[src/hw/rtl/mis_pkg.sv]
// ----------------------------------------------------------------------------
// mis_pkg
// Shared types and constants for the merged interval set insert core.
// ----------------------------------------------------------------------------
package mis_pkg;

  localparam int TABLE_DEPTH_DEF = 64;
  localparam int COORD_WIDTH_DEF = 32;
  localparam int IDX_W           = 6;
  localparam int COUNT_OUT_W     = 7;
  localparam int STATUS_W        = 2;
  // cells per first-level group of the select tree
  localparam int GROUP_SIZE      = 8;

  typedef enum logic [STATUS_W-1:0] {
    STS_OK    = 2'd0,
    STS_FULL  = 2'd1,
    STS_BAD   = 2'd2,
    STS_RANGE = 2'd3
  } status_t;

  typedef enum logic [2:0] {
    FSM_IDLE,
    FSM_CMP,
    FSM_SEL,
    FSM_MRG,
    FSM_SHIFT,
    FSM_OUT
  } fsm_t;

  typedef enum logic [2:0] {
    CELL_HOLD,
    CELL_CMP,
    CELL_GROW,
    CELL_MERGE,
    CELL_SHL
  } cell_op_t;

  typedef struct packed {
    cell_op_t op;
    logic     rd;
  } cell_ctl_t;

endpackage

[src/hw/rtl/mis_cell.sv]
// ----------------------------------------------------------------------------
// mis_cell
// One table slot: holds an interval, compares it with the query, flags its
// position relative to the merged slot and moves data to or from neighbors.
// ----------------------------------------------------------------------------
module mis_cell #(
  parameter int COORD_WIDTH = mis_pkg::COORD_WIDTH_DEF,
  parameter int CNT_W       = 7,
  parameter int INDEX       = 0
) (
  input  logic                     clk,
  input  logic                     rst_n,
  input  mis_pkg::cell_ctl_t       ctl,
  input  logic [CNT_W-1:0]         count,
  input  logic [COORD_WIDTH-1:0]   q_lo,
  input  logic [COORD_WIDTH-1:0]   q_hi,
  input  logic [COORD_WIDTH-1:0]   m_lo,
  input  logic [COORD_WIDTH-1:0]   m_hi,
  input  logic [mis_pkg::IDX_W-1:0] rd_idx,
  input  logic                     left_prev,
  input  logic                     hit_next,
  input  logic [COORD_WIDTH-1:0]   prev_lo,
  input  logic [COORD_WIDTH-1:0]   prev_hi,
  input  logic [COORD_WIDTH-1:0]   next_lo,
  input  logic [COORD_WIDTH-1:0]   next_hi,
  output logic [COORD_WIDTH-1:0]   lo_o,
  output logic [COORD_WIDTH-1:0]   hi_o,
  output logic                     hit_o,
  output logic                     left_o,
  output logic [COORD_WIDTH-1:0]   sel_lo,
  output logic [COORD_WIDTH-1:0]   sel_hi,
  output logic                     region_hit
);

  logic [COORD_WIDTH-1:0] lo_r, lo_nxt;
  logic [COORD_WIDTH-1:0] hi_r, hi_nxt;
  logic                   hit_r, hit_nxt;
  logic                   left_r, left_nxt;
  logic                   occupied;
  logic                   hit_cmp;
  logic                   left_cmp;
  logic                   is_p;
  logic                   gt_p;
  logic                   rd_match;

  assign occupied = CNT_W'(INDEX) < count;
  assign hit_cmp  = occupied && ($signed(hi_r) >= $signed(q_lo)) &&
                    ($signed(q_hi) >= $signed(lo_r));
  assign left_cmp = occupied && ($signed(hi_r) < $signed(q_lo));

  // entries left of the merged slot form a prefix, so neighbor flags suffice
  assign is_p     = !left_r && left_prev;
  assign gt_p     = !left_r && !left_prev;
  assign rd_match = 32'(rd_idx) == 32'(INDEX);

  assign sel_lo     = (ctl.rd ? rd_match : (hit_r && is_p)) ? lo_r : '0;
  assign sel_hi     = (ctl.rd ? rd_match : (hit_r && !hit_next)) ? hi_r : '0;
  assign region_hit = hit_r && gt_p;

  assign lo_o   = lo_r;
  assign hi_o   = hi_r;
  assign hit_o  = hit_r;
  assign left_o = left_r;

  always_comb begin
    lo_nxt   = lo_r;
    hi_nxt   = hi_r;
    hit_nxt  = hit_r;
    left_nxt = left_r;
    case (ctl.op)
      mis_pkg::CELL_CMP: begin
        hit_nxt  = hit_cmp;
        left_nxt = left_cmp;
      end
      mis_pkg::CELL_GROW: begin
        if (is_p) begin
          lo_nxt  = m_lo;
          hi_nxt  = m_hi;
          hit_nxt = 1'b0;
        end else if (gt_p) begin
          lo_nxt  = prev_lo;
          hi_nxt  = prev_hi;
          hit_nxt = 1'b0;
        end
      end
      mis_pkg::CELL_MERGE: begin
        if (is_p) begin
          lo_nxt  = m_lo;
          hi_nxt  = m_hi;
          hit_nxt = 1'b0;
        end
      end
      mis_pkg::CELL_SHL: begin
        if (gt_p) begin
          lo_nxt  = next_lo;
          hi_nxt  = next_hi;
          hit_nxt = hit_next;
        end
      end
      default: begin
      end
    endcase
  end

  always_ff @(posedge clk) begin
    if (!rst_n) begin
      hit_r  <= 1'b0;
      left_r <= 1'b0;
    end else begin
      hit_r  <= hit_nxt;
      left_r <= left_nxt;
    end
  end

  always_ff @(posedge clk) begin
    lo_r <= lo_nxt;
    hi_r <= hi_nxt;
  end

endmodule

[config.mk]
export PLATFORM = sky130hd
export DESIGN_NAME = mis_cell
export DESIGN_NICKNAME = d
export VERILOG_FILES = /design/src/hw/rtl/mis_pkg.sv /design/src/hw/rtl/mis_cell.sv
export SDC_FILE = /design/constraint.sdc
export NUM_CORES = 1
export LEC_CHECK = 0
export BUFFER_PORTS_ARGS = -buffer_cell sky130_fd_sc_hd__buf_2
export CORE_AREA = 5 5 157 159
export DETAILED_ROUTE_END_ITERATION = 10
export DIE_AREA = 0 0 162 164
export RECOVER_POWER = 100
export REMOVE_ABC_BUFFERS = 1
export SLEW_MARGIN = 20
export SYNTH_ARGS = -nofsm -noshare
export SYNTH_HDL_FRONTEND = slang
export SYNTH_SLANG_ARGS = --single-unit
[constraint.sdc]
create_clock -name clk -period 4.8 [get_ports clk]
set_input_delay 0.96 -clock clk [delete_from_list [all_inputs] [get_ports clk]]
set_output_delay 0.96 -clock clk [all_outputs]
set_load 0.005 [all_outputs]
==> flow_summary.yaml <==
status:
  status: "complete, but fails checks"
  failed_checks: "max-capacitance violations, max-slew violations"
logic_synthesis:
  synth_area_um2: 5090
  synth_top_area_share_pct: 37.8
  synth-async-reset-ratio_pct: 0
  synthFlopType: "edfxtp_1"
  ys_seq_area_share_pct: 38.6
  synth.distinct_cells: 38
  yosys-top-cells-area: "edfxtp_1, ha_1, a222oi_1"
  avgSynthCellArea_um2: 9.22
  syn_inst: 552
  ys_ff_latch: 66
  synth_area_leader_cell: "edfxtp_1"
  synth_edf_count: 64
  ys_warn_count: 0
hold_path:
  min_path_cells: 2
  hold_class: "reg2reg"
  hold_start: "left_o$_SDFFE_PN0P_"
cts:
  ctsHoldBuffers: 0
  worstSkewPairLatency_ns: 0.33
  post-cts-setup-buffers: 0
  cts_buffers: 9
  clockBufferDepth: 2
  htreeDepth: 3
  cts_tree: "yes"
  clock-root-buffer: "clkbuf_16"
  cts_sinks: 66
  ctsResizeCount: 0
  clkSlewWorstSetupHoldPaths_ns: 0.05
floorplan:
  pin_count: 408
  num_rows: 56
  coreArea_um2: 23100
  start_util_pct: 22.0
  die_y_um: 164
  die-area_um2: 26600
  die_w_um: 162
place:
  place_area_um2: 7500
  place_congestion: 0.843
  placed_cells: 1230
  hpwl_um: 17900
  portBuffers: 407
sta:
  hold_viol: 0
  timing.hold.ws_ns: 0.599
  finalClockSkew_ns: 0.00568
  slew_viol_final: 165
  min_period_ns: 3.89
  slew_headroom_pct: -32.3
  clock.fmax_ghz: 0.257
  rsz0062_at_grt: "false"
  tightestPinTransition_ns: 1.98
  finalSetupViolations: 0
  fin_crit_sh_pct: 81.1
cells_and_area:
  fin_util_pct: 33.1
  nNetsFinal: 1292
  layout.cells.non_filler: 1246
  drive_above_1_share_pct: 36.3
  synthToLayoutAreaGrowth_pct: 50.3
  nFillCells: 2526
  final_area_um2: 7650
route:
  postRouteAntennaNets: 0
  vias: 5858
  wl_per_cell_um: 17.5
  wirelength_um: 21800
  drc_errors: 0
  drt_iter0_drc: 521
  vias_per_cell: 4.70
  drt_first_pass_iters: 7
global_route:
  grt_pass1_vias: 5776
  grt_usage_pct: 15.1
  grt_overflow: 0
  grt_start_max_net_pins: 65
  grt_first_pass_wirelength_um: 31400
  antenna_found_initial: 1
worst_setup_path:
  crit_type: "in2out"
  worstRegToRegCells: 6
  cp-startpoint: "rd_idx[2]"
  r2r_start: "left_o$_SDFFE_PN0P_"
  crit_fanout: 32
  start_kind: "input port"
  required_ns: 3.84
  cp.arrival_ns: 2.93
  end_kind: "output port"
job:
  drv_cap: 4
power_and_ir_drop:
  ir_worst_vdd_mv: 0.127
  power.density_nw_per_um2: 247
  p_leak_nw: 3.96
report_power, final:
| group | internal [W] | switching, W | leakage (nW) |
|---|---|---|---|
| registers | 0.000701 | 0.0000363 | 0.624 |
| clock network | 0.000393 | 0.000250 | 0.135 |
| logic | 0.000234 | 0.000277 | 3.20 |
| total | 0.00133 | 0.000563 | 3.96 |
cells in the final DEF, fill, tap and decap left out, drive strengths merged, types with 3 or more instances in the layout:
master | Yosys | final
nand2 | 19 | 19
edfxtp | 64 | 64
clkbuf | 26 | 114
nor2b | 36 | 36
a222oi | 64 | 64
nor3 | 6 | 6
a21o | 6 | 6
clkinv | 0 | 4
nand2b | 3 | 3
buf | 0 | 310
nand4 | 12 | 12
nor2 | 43 | 43
a2111oi | 3 | 3
inv | 132 | 132
a21oi | 28 | 28
o21ai | 9 | 9
ha | 64 | 64
nor4 | 4 | 4
nand3 | 8 | 8
o211ai | 3 | 3
synth_stat cells, drive strengths merged, types with 2 or more instances:
master	count
a2111oi	3
a221oi	2
inv	132
nor3	6
a222oi	64
ha	64
dfxtp	2
nor4	4
nand2	19
nand2b	3
edfxtp	64
nand3	8
a21o	6
clkbuf	26
nor2b	36
o211ai	3
nand4	12
o21ai	9
a21oi	28
nor3b	2
a211oi	2
or4	2
a31oi	2
nor2	43
kinds of logic after synthesis:
logic type / Yosys count / synth area share, %
AND/OR/NAND/NOR: 138 / 13.9
AO/OA/AOI/OAI: 124 / 19.8
flip-flops: 66 / 38.6
multiplexers: 1 / 0.197
adder cells (fa/ha/maj): 64 / 15.7
XOR/XNOR: 1 / 0.172
buffers and inverters: 158 / 11.7
layer usage:
metal / global-route usage, % / share of wire (%)
met5: 0 / 0
met1: 19.2 / 41
met4: 3.77 / 1.1
met3: 3.16 / 7.4
met2: 26.3 / 50
through the flow:
stage	setup TNS [ns]	setup WS (ns)	power, W
finish	0	0.909	0.00189
global route	0	0.698	0.00202
CTS	0	0.969	0.00193
detailed placement	0	0.979	0.00127
global placement	0	1.08	0.00126
floorplan	-47.97	-0.749	0.000993
layout make-up:
class / instances / area (um2) / share of cell area, %
Tap cell: 290 / 363 / 4.74
Timing Repair Buffer: 414 / 1970 / 25.8
Sequential cell: 66 / 1960 / 25.7
Antenna cell: 1 / 2.50 / 0.0327
Multi-Input combinational cell: 328 / 2580 / 33.7
Clock buffer: 10 / 229 / 2.99
Inverter: 132 / 495 / 6.48
Clock inverter: 5 / 46.3 / 0.605
critical path: stages:
cell and delay (ns):
buf_2 0.09, or4_1 0.52, nor4_1 0.43, a21oi_2 0.06, clkbuf_2 0.46, nor2b_1 0.25, clkbuf_1 0.15
path summary, 6_finish.rpt:
| check | to | slack (ns) |
|---|---|---|
| worst min register to register | left_o$_SDFFE_PN0P_ | 0.60 |
| worst max register to register | lo_o[2]$_DFFE_PP_ | 1.95 |
| worst min-delay path | left_o$_SDFFE_PN0P_ | 0.60 |
| worst max-delay path | sel_hi[15] | 0.91 |
flip-flops by register name, indices dropped and copies added, names as in the netlist:
name / count
hit_o: 1
lo_o: 32
hi_o: 32
left_o: 1
No activity file was read; power rests on OpenSTA's default activity.
